### config.mk
export PLATFORM = sky130hd
export DESIGN_NAME = half_single_float_converter
export DESIGN_NICKNAME = d
export VERILOG_FILES = /design/src/rtl/hsfc_pkg.sv /design/src/rtl/hsfc_s2h.sv /design/src/rtl/hsfc_h2s.sv /design/src/rtl/half_single_float_converter.sv
export SDC_FILE = /design/constraint.sdc
export NUM_CORES = 1
export LEC_CHECK = 0
export ABC_CLOCK_PERIOD_IN_PS = 16200
export CAP_MARGIN = 5
export CORE_MARGIN = 2
export CORE_UTILIZATION = 45
export DETAILED_ROUTE_END_ITERATION = 8
export DONT_BUFFER_PORTS = 1
export REMOVE_ABC_BUFFERS = 1
export SLEW_MARGIN = 25
export SYNTH_ARGS = -nofsm -noshare
export SYNTH_HDL_FRONTEND = slang
export SYNTH_SLANG_ARGS = --single-unit
export TNS_END_PERCENT = 30
### constraint.sdc
create_clock -name clk -period 16.2 [get_ports clk]
set_input_delay 3.24 -clock clk [delete_from_list [all_inputs] [get_ports clk]]
set_output_delay 3.24 -clock clk [all_outputs]
set_load 0.01 [all_outputs]
### src/rtl/hsfc_pkg.sv
// Package for the half/single float converter.
// Holds the opcode codes and the field widths shared by the converter modules.
// No dependencies.
package hsfc_pkg;

  // Operand and result widths.
  localparam int unsigned WORD_W = 32;
  localparam int unsigned HALF_W = 16;

  // Direction of conversion, chosen per item.
  localparam logic OP_SINGLE_TO_HALF = 1'b0;
  localparam logic OP_HALF_TO_SINGLE = 1'b1;

  // Single precision exponent limits for the conversion to half.
  localparam logic [7:0] S2H_ZERO_LIMIT = 8'd102;  // below this the result is signed zero
  localparam logic [7:0] S2H_SUB_LIMIT  = 8'd112;  // up to this the result is a half subnormal
  localparam logic [7:0] S2H_INF_LIMIT  = 8'd143;  // from this the result is signed infinity

  // Exponent rebias between the two formats.
  localparam logic [7:0] EXP_REBIAS = 8'd112;

endpackage

### src/rtl/hsfc_s2h.sv
// Single to half conversion with half-up rounding, purely combinational.
// Depends on hsfc_pkg for widths and exponent limits.
module hsfc_s2h (
  input  logic [hsfc_pkg::WORD_W-1:0] single_bits,
  output logic [hsfc_pkg::HALF_W-1:0] half_bits
);

  logic        sgn;
  logic [7:0]  exp_s;
  logic [22:0] frac;
  logic [23:0] mant;
  logic [7:0]  sh_wide;
  logic [4:0]  sh_m1;
  logic [23:0] shifted;
  logic [10:0] sub_h;
  logic [7:0]  e_wide;
  logic [14:0] norm_h;

  assign sgn   = single_bits[31];
  assign exp_s = single_bits[30:23];
  assign frac  = single_bits[22:0];
  assign mant  = {1'b1, frac};

  // Subnormal path: shift right by one less than the full shift, so that the
  // lowest remaining bit is the first dropped bit and gives the rounding.
  assign sh_wide = 8'd125 - exp_s;
  assign sh_m1   = sh_wide[4:0];
  assign shifted = mant >> sh_m1;
  assign sub_h   = shifted[11:1] + {10'b0, shifted[0]};

  // Normal path: rebias the exponent; a rounding carry runs into it.
  assign e_wide = exp_s - hsfc_pkg::EXP_REBIAS;
  assign norm_h = {e_wide[4:0], frac[22:13]} + {14'b0, frac[12]};

  // Select the range that applies.
  always_comb begin
    if (exp_s < hsfc_pkg::S2H_ZERO_LIMIT) begin
      half_bits = {sgn, 15'b0};
    end else if (exp_s <= hsfc_pkg::S2H_SUB_LIMIT) begin
      half_bits = {sgn, 4'b0, sub_h};
    end else if (exp_s >= hsfc_pkg::S2H_INF_LIMIT) begin
      half_bits = {sgn, 5'h1f, 10'b0};
    end else begin
      half_bits = {sgn, norm_h};
    end
  end

endmodule

### src/rtl/hsfc_h2s.sv
// Exact half to single conversion, purely combinational.
// Depends on hsfc_pkg for widths and the exponent rebias.
module hsfc_h2s (
  input  logic [hsfc_pkg::HALF_W-1:0] half_bits,
  output logic [hsfc_pkg::WORD_W-1:0] single_bits
);

  logic       sgn;
  logic [4:0] exp_h;
  logic [9:0] frac;
  logic [3:0] lz;
  logic       found;
  logic [9:0] norm_frac;
  logic [7:0] sub_exp;

  assign sgn   = half_bits[15];
  assign exp_h = half_bits[14:10];
  assign frac  = half_bits[9:0];

  // Leading-zero count of the subnormal fraction.
  always_comb begin
    lz    = 4'd0;
    found = 1'b0;
    for (int i = 9; i >= 0; i--) begin
      if (!found) begin
        if (frac[i]) begin
          found = 1'b1;
        end else begin
          lz = lz + 4'd1;
        end
      end
    end
  end

  // Shift the leading one out of the fraction and lower the exponent to match.
  assign norm_frac = frac << (lz + 4'd1);
  assign sub_exp   = hsfc_pkg::EXP_REBIAS - {4'b0, lz};

  always_comb begin
    if (exp_h == 5'd0) begin
      if (frac == 10'd0) begin
        single_bits = {sgn, 31'b0};
      end else begin
        single_bits = {sgn, sub_exp, norm_frac, 13'b0};
      end
    end else if (exp_h == 5'h1f) begin
      single_bits = {sgn, 8'hff, frac, 13'b0};
    end else begin
      single_bits = {sgn, {3'b0, exp_h} + hsfc_pkg::EXP_REBIAS, frac, 13'b0};
    end
  end

endmodule

### src/rtl/half_single_float_converter.sv
// Converts one floating-point bit pattern per transfer between binary32 and
// binary16, the direction chosen by in_opcode. An item passes through an input
// register and then a result register with the conversion logic between them,
// and it is offered at the output from the result register until it is taken.
// One item is taken every cycle while the output is not stalled. While a
// result waits, the input register takes an item only when it is empty, and
// in_stall rises only when both registers are full and out_stall is high.
// Depends on hsfc_pkg, hsfc_s2h and hsfc_h2s.
module half_single_float_converter (
  input  logic        clk,
  input  logic        rst_n,
  input  logic        in_valid,
  output logic        in_stall,
  input  logic        in_opcode,
  input  logic [31:0] in_operand_bits,
  output logic        out_valid,
  input  logic        out_stall,
  output logic [31:0] out_result_bits
);

  logic        s1_valid_r;
  logic        s1_opcode_r;
  logic [31:0] s1_operand_r;
  logic        out_valid_r;
  logic [31:0] out_result_r;
  logic        out_load;
  logic        s1_load;
  logic [15:0] half_res;
  logic [31:0] single_res;
  logic [31:0] result_nxt;

  // The result register moves when it is empty or its content is taken.
  assign out_load = !out_valid_r || !out_stall;
  // The input register moves when empty or when its item goes on.
  assign s1_load  = !s1_valid_r || out_load;
  assign in_stall = !s1_load;

  // Input register.
  always_ff @(posedge clk) begin
    if (!rst_n) begin
      s1_valid_r <= 1'b0;
    end else if (s1_load) begin
      s1_valid_r <= in_valid;
    end
    if (s1_load && in_valid) begin
      s1_opcode_r  <= in_opcode;
      s1_operand_r <= in_operand_bits;
    end
  end

  // Conversion in both directions; the opcode picks one.
  hsfc_s2h u_s2h (
    .single_bits (s1_operand_r),
    .half_bits   (half_res)
  );

  hsfc_h2s u_h2s (
    .half_bits   (s1_operand_r[15:0]),
    .single_bits (single_res)
  );

  always_comb begin
    if (s1_opcode_r == hsfc_pkg::OP_HALF_TO_SINGLE) begin
      result_nxt = single_res;
    end else begin
      result_nxt = {16'b0, half_res};
    end
  end

  // Result register.
  always_ff @(posedge clk) begin
    if (!rst_n) begin
      out_valid_r <= 1'b0;
    end else if (out_load) begin
      out_valid_r <= s1_valid_r;
    end
    if (out_load && s1_valid_r) begin
      out_result_r <= result_nxt;
    end
  end

  assign out_valid       = out_valid_r;
  assign out_result_bits = out_result_r;

endmodule

-- Yosys cells after proc, flatten, opt, wreduce, memory -nomap -nowiden
Index checks and enable logic that the tools add are counted.
- output and inout bits: 34
- logic and storage cells: 81
- memory bits (read-only): 0
- memories: 0
- bits in writable memories: 0
- bits of input ports: 37
- register bits: 67
- bits in latches: 0
- bitwise logic cells: 0
- shift-type cells: 2
- divide/modulo/power cells: 0
- magnitude comparators: 3
- multiplexer cells: 43
- $mul: 0
- add/sub/neg operators: 16
- equal/unequal tests: 1
- reduce and logical (&&, ||, !) cells: 10
- operators by type and width (cell ; count):
    $mux 31 ; 3
    $mux 4 ; 18
    $mux 15 ; 3
    $add 4x1->4 const B ; 9
    $shr 24x5->12 ; 1
    $mux 1 ; 18
    $mux 16 ; 1
    $add 15x1->15 ; 1
    $add 11x1->11 ; 1
    $logic_not 10->1 ; 1
    $shl 10x4->10 ; 1
    $add 5x7->8 const B ; 1
    $ge 8x8->1 const B ; 1
    $le 8x7->1 const B ; 1
    $lt 8x7->1 const B ; 1
    $sub 7x4->8 const A ; 1
    $eq 5x5->1 const B ; 1
    $logic_not 5->1 ; 1
    $sub 5x5->5 const A ; 1
    $sub 5x5->5 const B ; 1
    $logic_not 1->1 ; 4
    $add 1x1->2 const B ; 1
    $logic_and 1x1->1 ; 2
    $logic_or 1x1->1 ; 2

-- Longest topological paths before layout
Gate-level depths: netlist (run 1).
- word-level depth: 33
- depth in mapped cells: 24

-- Modules after synthesis
Synthesis (run 1) repeated with hierarchy kept, for this count alone.
- cells, all modules: 554
- area, all modules: 5723.0 sq um
- modules (own cells, without submodules) (module ; cells each ; instances ; area each (sq um)):
    half_single_float_converter ; 108 ; 1 ; 2338.5
    hsfc_s2h ; 251 ; 1 ; 2057.0
    hsfc_h2s ; 195 ; 1 ; 1327.5

-- Worst setup path before layout (run 1)
No wires, ideal clock.
- path type: in2out
- from: input port out_stall
- to: output port in_stall
- required time: 12960 ps
- data arrival time: 3460 ps
- buffers on the path: 0
- setup slack: 9500 ps
- stages: 1
- cell sequence: and3_1
- longest elaborated chain between the ends: 4
- ends and longest elaborated chain (element ; line ; RTL):
    from (decl) ; half_single_float_converter.sv:17 ; input logic out_stall,
    $logic_not 1->1 ; half_single_float_converter.sv:33 ; assign out_load = !out_valid_r || !out_stall;
    $logic_or 1x1->1 ; half_single_float_converter.sv:33 ;
    $logic_or 1x1->1 ; half_single_float_converter.sv:35 ; assign s1_load = !s1_valid_r || out_load;
    $logic_not 1->1 ; half_single_float_converter.sv:36 ; assign in_stall = !s1_load;
    to (decl) ; half_single_float_converter.sv:13 ; output logic in_stall,
Every way passes these cells.

-- Worst setup path in the final report (run 1)
Ends and elaborated chain as after synthesis.

==> impl_results.md, run 1 <==
* CTS hold repair buffers at 0
* Effective utilization at floorplan at 46.11%
* Cell taking the most area after synthesis: edfxtp_1
* Finished Layout Cells at 651
* Clock Path Buffers at 2
* Setup crit end kind: output pin
* Delay-heaviest family, CP: simple AND/OR/NAND/NOR gates
* Inst Count DP at 635
* Syn_area_per_cell at 10.05 µm²
* DP Area at 5319 µm²
* Worst slew pin tran at 833.7 ps
* CP max stage cell: and3_1
* Remaining routing DRC violations at 0
* LEAKAGE at 2.067 nW
* Die Height at 112.2 µm
* Fin crit share at 41.74%
* Layout cells sized above 1 at 13.98%
* Post-synth cell types at 72
* RSZ-0062 raised after global routing: no
* Setup TNS at 0 ps
* Top cells by area, synth: edfxtp_1 (37%), mux4_2 (6.0%), mux2i_1 (5.9%), mux2_2 (4.1%), ha_1 (4.0%)
* Antenna Violating Nets Remaining at 0
* Tmin final at 6762 ps
* Sequential fraction of the synthesis area at 37.26%
* Final Max Tran Viols at 0
* I/O pin count at 71
* Routed WL per cell at 20.14 µm
* Crit path cell chain: and3_1
* Detailed Routing Iterations Pass 1 at 5
* Switching power at 140.1 µW
* Area grow syn2layout at 7.248%
* Maximum net fanout on the critical path at 3
* Horiz. Die Dim at 112.2 µm
* Clock Skew at 10.03 ps
* Via count at 4149
* Most common cell in the netlist: edfxtp_1
* Final instance area at 5647 µm²
* Arrival time at the worst endpoint at 3520 ps
* Number of global-route vias before repair at 3846
* Post-CTS setup buffer count at 0
* Max Cap Viol at 0
* Max incr delay on CP at 280 ps
* Slew margin rel. at 44.02%
* Post-synth EDFFs at 64
* CTS clk-pin slew, worst paths at 50 ps
* Synth top cells by count: edfxtp_1 (64), nor2_1 (47), nand2_1 (46), a21oi_1 (33), mux2i_1 (31)
* First-pass GRT wire length at 20740 µm
* Post-Synthesis Cell Area at 5265 µm²
* Global-route usage over all layers at 21.14%
* DP HPWL at 9691 µm
* Synth warnings at 0
* Utilization after layout at 49.45%
* Register area at 1962 µm²
* Port Buffers at 0
* Clock Latency Late Sink at 340 ps
* Final Power at 500.2 µW
* Startpoint types: input pin
* Fmax at 147.9 MHz
* Pwr Density at 88.58 nW/µm²
* Core area at 11420 µm²
* Status: finished clean
* Post_cts resized at 0
* Sw Ratio at 28.02%
* Max VDD drop at 0.00007958 V
* Worst hold path type: flip-flop to flip-flop
* Largest net degree at the start of global routing at 36
* Footprint of the multi-input gates at 3099 µm²
* Initial antenna violation count at 0
* Top_reg_cell synth: edfxtp_1
* DRT iter0 DRCs at 410
* Hold Vio Cnt, Final at 0
* Root Buffer: clkbuf_16
* TritonCTS clock tree: built
* CP Data Required Time at 12960 ps
* Buffers and inverters on the worst path at 0
* Grt ovf at 0
* Fraction of registers with async set/reset at 0%
* Diode count at 0
* GPL Wtd Cong at 0.9049
* Yosys top cell area share at 36.50%
* H-tree Lvls at 3
* Reg power frac at 43.2%
* Via/cell ratio at 6.373
* # clock sinks at 66
* Register bit total from synthesis at 66
* WS Path Type: input pin to output pin
* Comb pwr share at 20.6%
* Final nets at 559
* Mapped Cells at 524
* Die area at 12580 µm²
* Cts bufs inserted at 9
* Routed WL at 13110 µm
* # rows at 39
* Fillcell total at 1073
* Internal power at 360.0 µW
* Clock share of power at 36.3%
* Finish-stage setup viols at 0
[flip-flops by register name, indices dropped and copies added, names as in the netlist]
signal           count
s1_operand_r        32
out_result_bits     31
out_valid            1
s1_opcode_r          1
s1_valid_r           1
[area by class of cell]
| cell class | count | share of cell area, % |
|---|---|---|
| Inverter | 17 | 1.130 |
| Tap cell | 143 | 3.169 |
| Clock buffer | 9 | 3.988 |
| Timing Repair Buffer | 5 | 1.241 |
| Sequential cell | 66 | 34.74 |
| Clock inverter | 5 | 0.8420 |
| Multi-Input combinational cell | 406 | 54.89 |
[metrics by stage]
stage               hold slack (ps)  setup WS [ps]
global route                  593.2           9432
CTS                           524.9           9436
global placement              490.9           9442
floorplan                     466.2           9500
detailed placement            517.6           9435
finish                        520.0           9438
[per-layer routing]
layer  part of all wire, %  track usage (%)  vias up
met5                     0                0        -
met4                   1.8            7.561        0
met3                   8.6            6.156       17
met2                    43            30.24      205
met1                    46            30.62     1988
li1                      -                -     1939
[worst paths after layout]
kind | from | endpoint | slack, ps | depth (start not counted)
min | s1_valid_r$_SDFFE_PN0N_ | out_valid$_SDFFE_PN0P_ | 520 | 2
max | out_stall | in_stall | 9440 | 1
min reg2reg | s1_valid_r$_SDFFE_PN0N_ | out_valid$_SDFFE_PN0P_ | 520 | 2
max reg2reg | s1_operand_r[8]$_DFFE_PP_ | out_result_bits[21]$_SDFFCE_PN0P_ | 10110 | 21
[logic make-up after synthesis]
group / Yosys count / synth area share [%]
and+or+nand+nor: 178 / 17.56
DFF: 66 / 37.26
muxes: 66 / 16.66
adders and majority gates: 17 / 4.040
buffers and inverters: 52 / 4.373
xor gates and xnor gates: 32 / 5.608
AOI/OAI and AO/OA: 113 / 14.50
[placed cells by master (no fill, tap or decap), types with 4 or more instances in the layout]
| cell type | n |
|---|---|
| edfxtp_1 | 64 |
| nand3_1 | 13 |
| clkbuf_16 | 9 |
| o21ai_0 | 13 |
| mux2_2 | 19 |
| nand4_1 | 7 |
| nor3b_1 | 4 |
| o22ai_1 | 13 |
| ha_1 | 17 |
| and2_1 | 8 |
| a221o_1 | 4 |
| nor3_1 | 7 |
| nand2b_1 | 4 |
| and3_1 | 9 |
| nand2_1 | 46 |
| a21oi_1 | 33 |
| xnor2_1 | 13 |
| nor2b_1 | 7 |
| xor2_1 | 17 |
| a31oi_1 | 6 |
| mux2i_1 | 31 |
| inv_1 | 15 |
| mux4_2 | 14 |
| o31ai_1 | 5 |
| nor2_1 | 47 |
[power by group through the flow]
stage / Combinational [mW] / Sequential, mW / Clock [mW]
global route: 0.113 / 0.217 / 0.194
CTS: 0.100 / 0.216 / 0.187
floorplan: 0.0761 / 0.216 / 0
detailed placement: 0.0995 / 0.219 / 0
global placement: 0.0981 / 0.218 / 0
finish: 0.103 / 0.216 / 0.182
Power figures use the tool's default switching activity.
==> run 2: changes to the inputs <==
--- a/config.mk
+++ b/config.mk
@@ -5,7 +5,8 @@
 export SDC_FILE = /design/constraint.sdc
 export NUM_CORES = 1
 export LEC_CHECK = 0
-export ABC_CLOCK_PERIOD_IN_PS = 16200
+export ABC_AREA = 1
+export ABC_CLOCK_PERIOD_IN_PS = 5900
 export CAP_MARGIN = 5
 export CORE_MARGIN = 2
 export CORE_UTILIZATION = 45
==> constraint.sdc (replaced) <==
create_clock -name clk -period 5.9 [get_ports clk]
set_input_delay 1.18 -clock clk [delete_from_list [all_inputs] [get_ports clk]]
set_output_delay 1.18 -clock clk [all_outputs]
set_load 0.01 [all_outputs]
==> impl_results.md, run 2 <==
* Status: finished clean
* Routed WL per cell at 15.89 µm (-21%)
* Commonest non-fill, non-tap cell in the layout: nand2_1
* Register area at 1962 µm² (unchanged)
* Post-synth cell types at 51 (-29%)
* Initial antenna violation count at 0 (unchanged)
* Routed WL at 13680 µm (+4.3%)
* CP max stage cell: ha_1
* Finished Layout Cells at 861 (+32%)
* Core area at 11470 µm² (+0.43%)
* H-tree Lvls at 3 (unchanged)
* Global-route usage over all layers at 22.77% (+1.6 points)
* Area grow syn2layout at 8.676%
* Clock Skew at 6.614 ps (-3.420 ps)
* Yosys top cell area share at 36.31% (-0.19 points)
* Layout cells sized above 1 at 12.40% (-1.6 points)
* Final Power at 1.406 mW (+180%)
* Final Max Tran Viols at 0 (unchanged)
* Reg power frac at 40.9% (-2.3 points)
* Syn_area_per_cell at 7.392 µm² (-26%)
* Remaining routing DRC violations at 0 (unchanged)
* WS Path Type: flip-flop to flip-flop
* Port Buffers at 0 (unchanged)
* DP Area at 5454 µm² (+2.5%)
* Max incr delay on CP at 450 ps (+170 ps)
* Hold Vio Cnt, Final at 0 (unchanged)
* Arrival time at the worst endpoint at 5390 ps (+1870 ps)
* Startpoint types: flip-flop
* Post-Synthesis Cell Area at 5293 µm² (+0.52%)
* Hold slack at 531.0 ps (+10.98 ps)
* Finish-stage setup viols at 0 (unchanged)
* Effective utilization at floorplan at 46.15% (about the same)
* Worst slew pin tran at 857.7 ps (+24.05 ps)
* CTS hold repair buffers at 0 (unchanged)
* CP Data Required Time at 5970 ps (-6990 ps)
* Most common cell in the netlist: nand2_1
* Antenna Violating Nets Remaining at 0 (unchanged)
* Via/cell ratio at 5.380 (-16%)
* Mapped Cells at 716 (+37%)
* Most frequent cells in the layout: nand2_1 (192), inv_1 (87), o21ai_0 (67)
* Sequential fraction of the synthesis area at 37.07% (-0.19 points)
* RSZ-0062 raised after global routing: no
* Max VDD drop at 0.0002916 V (+270%)
* Largest reg by FF count: s1_operand_r
* Final instance area at 5752 µm² (+1.9%)
* I/O pin count at 71 (unchanged)
* Die Height at 112.5 µm (+0.25%)
* CP dominant cell by count: nand3_1
* Final WS setup at 581.3 ps (-8857 ps)
* Register bit total from synthesis at 66 (unchanged)
* Switching power at 429.5 µW (+210%)
* Clock Latency Late Sink at 340 ps (about the same)
* DRT iter0 DRCs at 377 (-8.0%)
* Clock Path Buffers at 2 (unchanged)
* Internal power at 976.9 µW (+170%)
* Tmin final at 5319 ps
* CTS clk-pin slew, worst paths at 60 ps (about the same)
* Sw Ratio at 30.54% (+2.5 points)
* First-pass GRT wire length at 22640 µm (+9.1%)
* Largest net degree at the start of global routing at 46 (+28%)
* Via count at 4632 (+12%)
* Horiz. Die Dim at 112.5 µm (+0.25%)
* Setup TNS at 0 ps (unchanged)
* Root Buffer: clkbuf_16
* # rows at 39 (unchanged)
* Grt ovf at 0 (unchanged)
* # clock sinks at 66 (unchanged)
* Fillcell total at 1154 (+7.5%)
* Clock share of power at 38.0% (+1.7 points)
* Cell taking the most area after synthesis: edfxtp_1
* Worst hold path type: flip-flop to flip-flop
* TritonCTS clock tree: built
* Top_reg_cell synth: edfxtp_1
* Max Cap Viol at 0 (unchanged)
* Setup crit end kind: flip-flop
* Number of global-route vias before repair at 4443 (+16%)
* Cts bufs inserted at 9 (unchanged)
* Place WS at 524.5 ps (-8910 ps)
* Detailed Routing Iterations Pass 1 at 7 (+2)
* Synth warnings at 0 (unchanged)
* Max FFs per register at 32 (unchanged)
* Post-synth EDFFs at 64 (unchanged)
* Footprint of the multi-input gates at 2882 µm² (-7.0%)
* GPL Wtd Cong at 0.8748 (-3.3%)
* Utilization after layout at 50.16% (+0.71 points)
* Pwr Density at 244.5 nW/µm² (+180%)
* Top cells by area, synth: edfxtp_1 (36%), nand2_1 (14%), o21ai_0 (6.3%), inv_1 (6.2%), nand3_1 (5.9%)
* Slew margin rel. at 42.61% (-1.4 points)
* Synth top cells by count: nand2_1 (192), inv_1 (88), o21ai_0 (67), edfxtp_1 (64), nand3_1 (62)
* Fmax at 188.0 MHz
* Maximum net fanout on the critical path at 12 (+9)
* LEAKAGE at 2.507 nW (+21%)
* Final nets at 767 (+37%)
* Diode count at 0 (unchanged)
* Die area at 12650 µm² (+0.51%)
* Inst Count DP at 845 (+33%)
* DP HPWL at 10410 µm (+7.4%)
* Comb pwr share at 21.1% (+0.5 points)
* Fin crit share at 90.15%
* Fraction of registers with async set/reset at 0% (unchanged)
[run 2: cell types whose count changed after synthesis, sizes merged, moves of 9 or more]
cell | before | now
mux4 | 14 | 0
o22ai | 13 | 0
o21ai | 15 | 72
inv | 17 | 94
xor2 | 17 | 4
buf | 21 | 12
mux2 | 20 | 0
nand3 | 13 | 73
xnor2 | 14 | 2
mux2i | 32 | 2
nand2 | 46 | 212
and3 | 9 | 0
a21oi | 33 | 44
[run 2: path summary, 6_finish.rpt]
kind / from / end / depth (start not counted) / slack, ps
max: s1_operand_r[8]$_DFFE_PP_ / out_result_bits[21]$_SDFFCE_PN0P_ / 30 / 580
min: s1_valid_r$_SDFFE_PN0N_ / out_valid$_SDFFE_PN0P_ / 2 / 530
max reg2reg: s1_operand_r[8]$_DFFE_PP_ / out_result_bits[21]$_SDFFCE_PN0P_ / 30 / 580
min reg2reg: s1_valid_r$_SDFFE_PN0N_ / out_valid$_SDFFE_PN0P_ / 2 / 530
[run 2: kinds of logic (layout without fill, tap and decap cells)]
family                   after synthesis  after routing  synth area share (%)
XOR/XNOR                               6              6                 1.702
adder cells (fa/ha/maj)               17             17                 4.019
flip-flops                            66             66                 37.07
multiplexers                           2              2                0.3783
AND/OR/NAND/NOR                      369            369                 33.55
buffers and inverters                118            120                 8.700
AO/OA/AOI/OAI                        138            138                 14.59
[run 2: power by group through the flow]
stage	clock, mW	sequential [mW]	combinational, mW
floorplan	0	0.581	0.219
global placement	0	0.585	0.290
detailed placement	0	0.584	0.294
CTS	0.550	0.575	0.295
global route	0.565	0.579	0.339
finish	0.535	0.575	0.297
[run 2: timing repair]
| action | in CTS | in global routing |
|---|---|---|
| endpoints found under the hold margin | 0 | 0 |
| endpoints found under the setup margin | 0 | 1 |
| buffers inserted | 0 | 0 |
| resized for setup | 0 | 1 |
[run 2: layout make-up]
| type | count | area share, % |
|---|---|---|
| clock buffers | 11 | 4.220 |
| flip-flops and latches | 66 | 34.11 |
| well taps | 143 | 3.111 |
| repair buffers | 5 | 1.001 |
| multi-input cells | 532 | 50.10 |
| clock inverters | 5 | 0.9571 |
| inverters | 99 | 6.504 |
[run 2: per-layer routing]
layer  GRT usage [%]  wire [µm]  vias to the layer above
met2           33.82       5687                      144
met1           33.08       6962                     2095
met3           5.508        850                       10
met5               0          0                        -
li1                -          -                     2383
met4           6.667        176                        0
[run 2: critical path: cells and delay by family (launching register included)]
kind / cells / cell delay [ps]
buffers and inverters: 4 / 440
and+or+nand+nor: 17 / 1940
adders and majority gates: 5 / 1560
DFF: 1 / 440
AOI/OAI and AO/OA: 4 / 670
==> run 3: changes to the inputs <==
--- a/config.mk
+++ b/config.mk
@@ -12,6 +12,7 @@
 export CORE_UTILIZATION = 45
 export DETAILED_ROUTE_END_ITERATION = 8
 export DONT_BUFFER_PORTS = 1
+export GPL_TIMING_DRIVEN = 0
 export REMOVE_ABC_BUFFERS = 1
 export SLEW_MARGIN = 25
 export SYNTH_ARGS = -nofsm -noshare
==> impl_results.md, run 3 (synthesis gave the netlist of run 2 again) <==
* DP HPWL at 10160 µm (-2.4%)
* TritonCTS clock tree: built
* Worst hold path type: flip-flop to flip-flop
* Grt ovf at 0 (unchanged)
* Initial antenna violation count at 0 (unchanged)
* DP Area at 5439 µm² (-0.28%)
* Clock Skew at 8.861 ps (+2.246 ps)
* Antenna Violating Nets Remaining at 0 (unchanged)
* Largest reg by FF count: s1_operand_r
* Pwr Density at 245.2 nW/µm² (+0.27%)
* First-pass GRT wire length at 21620 µm (-4.5%)
* CP max stage cell: edfxtp_1
* Via count at 4685 (+1.1%)
* # rows at 39 (unchanged)
* Number of global-route vias before repair at 4328 (-2.6%)
* H-tree Lvls at 3 (unchanged)
* LEAKAGE at 2.492 nW (-0.57%)
* Root Buffer: clkbuf_16
* Clock Latency Late Sink at 340 ps (about the same)
* WS Path Type: flip-flop to flip-flop
* Remaining routing DRC violations at 0 (unchanged)
* Tmin final at 5441 ps (+122.6 ps)
* Worst slew pin tran at 914.0 ps (+56.29 ps)
* Commonest non-fill, non-tap cell in the layout: nand2_1
* Global-route usage over all layers at 21.87% (-0.90 points)
* Fmax at 183.8 MHz (-2.3%)
* Final instance area at 5739 µm² (-0.22%)
* Diode count at 0 (unchanged)
* Fin crit share at 92.22% (+2.1 points)
* Max Cap Viol at 0 (unchanged)
* Inst Count DP at 842 (-0.36%)
* Most frequent cells in the layout: nand2_1 (192), inv_1 (87), o21ai_0 (67)
* Via/cell ratio at 5.460 (+1.5%)
* Status: finished clean
* Finished Layout Cells at 858 (-0.35%)
* Max VDD drop at 0.0002513 V (-14%)
* DRT iter0 DRCs at 412 (+9.3%)
* Area grow syn2layout at 8.440%
* Final nets at 764 (-0.39%)
* Clock Path Buffers at 2 (unchanged)
* Detailed Routing Iterations Pass 1 at 5 (-2)
* GPL Wtd Cong at 0.8882 (+1.5%)
* CP dominant cell by count: nand3_1
* Largest net degree at the start of global routing at 34 (-26%)
* Effective utilization at floorplan at 46.15% (unchanged)
* Buffers and inverters on the worst path at 5 (+1)
* Layout cells sized above 1 at 12.17% (-0.23 points)
* Max incr delay on CP at 490 ps (+40 ps)
* Delay-heaviest family, CP: simple AND/OR/NAND/NOR gates
* Setup crit end kind: flip-flop
* Routed WL per cell at 15.55 µm (-2.1%)
* I/O pin count at 71 (unchanged)
* Core area at 11470 µm² (unchanged)
* # clock sinks at 66 (unchanged)
* Slew margin rel. at 39.06% (-3.5 points)
* Die Height at 112.5 µm (unchanged)
* Hold Vio Cnt, Final at 0 (unchanged)
* Final Max Tran Viols at 0 (unchanged)
* CP Data Required Time at 6050 ps (+80 ps)
* Arrival time at the worst endpoint at 5590 ps (+200 ps)
* Finish-stage setup viols at 0 (unchanged)
* Startpoint types: flip-flop
* Maximum net fanout on the critical path at 12 (unchanged)
* Port Buffers at 0 (unchanged)
* CTS clk-pin slew, worst paths at 60 ps (about the same)
* RSZ-0062 raised after global routing: no
* Horiz. Die Dim at 112.5 µm (unchanged)
* CTS hold repair buffers at 0 (unchanged)
* Cts bufs inserted at 9 (unchanged)
* Max FFs per register at 32 (unchanged)
* Setup TNS at 0 ps (unchanged)
* Routed WL at 13340 µm (-2.5%)
* Die area at 12650 µm² (unchanged)
-- run 3: cell types whose count changed in the layout (fill, tap and decap cells not counted) --
cell	delta
buf_4	-4
buf_8	+1
ha_1	-1
ha_2	+1
-- run 3: tightest hold or removal path, stage by stage (launching register included) --
cell and delay (ps):
dfxtp_1 300, inv_1 110, a21oi_1 80
-- run 3: layer usage --
layer	global-route usage (%)	part of all wire [%]	vias to the layer above
met3	5.238	6.4	14
met5	0	0	-
met1	32.06	50	2152
met4	6.992	1.4	0
met2	31.89	42	145
li1	-	-	2374
-- run 3: layout make-up --
type	instances	area, µm²
inverter	99	374.1
fill	1131	5728
multi-input combinational	532	2884
tap	143	178.9
sequential	66	1962
clock inverter	5	55.05
clock buffer	11	242.7
timing repair buffer	2	42.54
-- run 3: metrics by stage --
| stage | hold slack [ps] | setup WS (ps) | util [%] | total power, mW |
|---|---|---|---|---|
| 2_1_floorplan | 452.5 | 1095 | - | 0.8000 |
| 3_3_place_gp | 465.2 | 504.6 | 46.96 | 0.8712 |
| 3_5_place_dp | 531.7 | 431.9 | 47.43 | 0.8762 |
| 4_1_cts | 538.9 | 372.1 | 50.03 | 1.415 |
| 5_1_grt | 604.5 | 35.14 | 50.05 | 1.479 |
| 6_report | 539.3 | 458.7 | 50.05 | 1.407 |
-- run 3: final timing paths --
check	to	startpoint	slack (ps)	depth (start not counted)
worst max-delay path	out_result_bits[18]$_SDFFCE_PN0P_	s1_operand_r[8]$_DFFE_PP_	460	30
worst min register to register	out_valid$_SDFFE_PN0P_	s1_valid_r$_SDFFE_PN0N_	540	2
worst min-delay path	out_valid$_SDFFE_PN0P_	s1_valid_r$_SDFFE_PN0N_	540	2
worst max register to register	out_result_bits[18]$_SDFFCE_PN0P_	s1_operand_r[8]$_DFFE_PP_	460	30
-- run 3: repair_timing --
item                                    CTS  global route
hold endpoints to repair                  0             0
endpoints found under the setup margin    0             3
resized for setup                         0             1
setup buffers                             0             0
-- run 3: power by group --
part           switching [mW]  internal, mW
Combinational           0.198        0.0934
Sequential             0.0330         0.547
Clock                   0.199         0.337
Total                   0.430         0.977
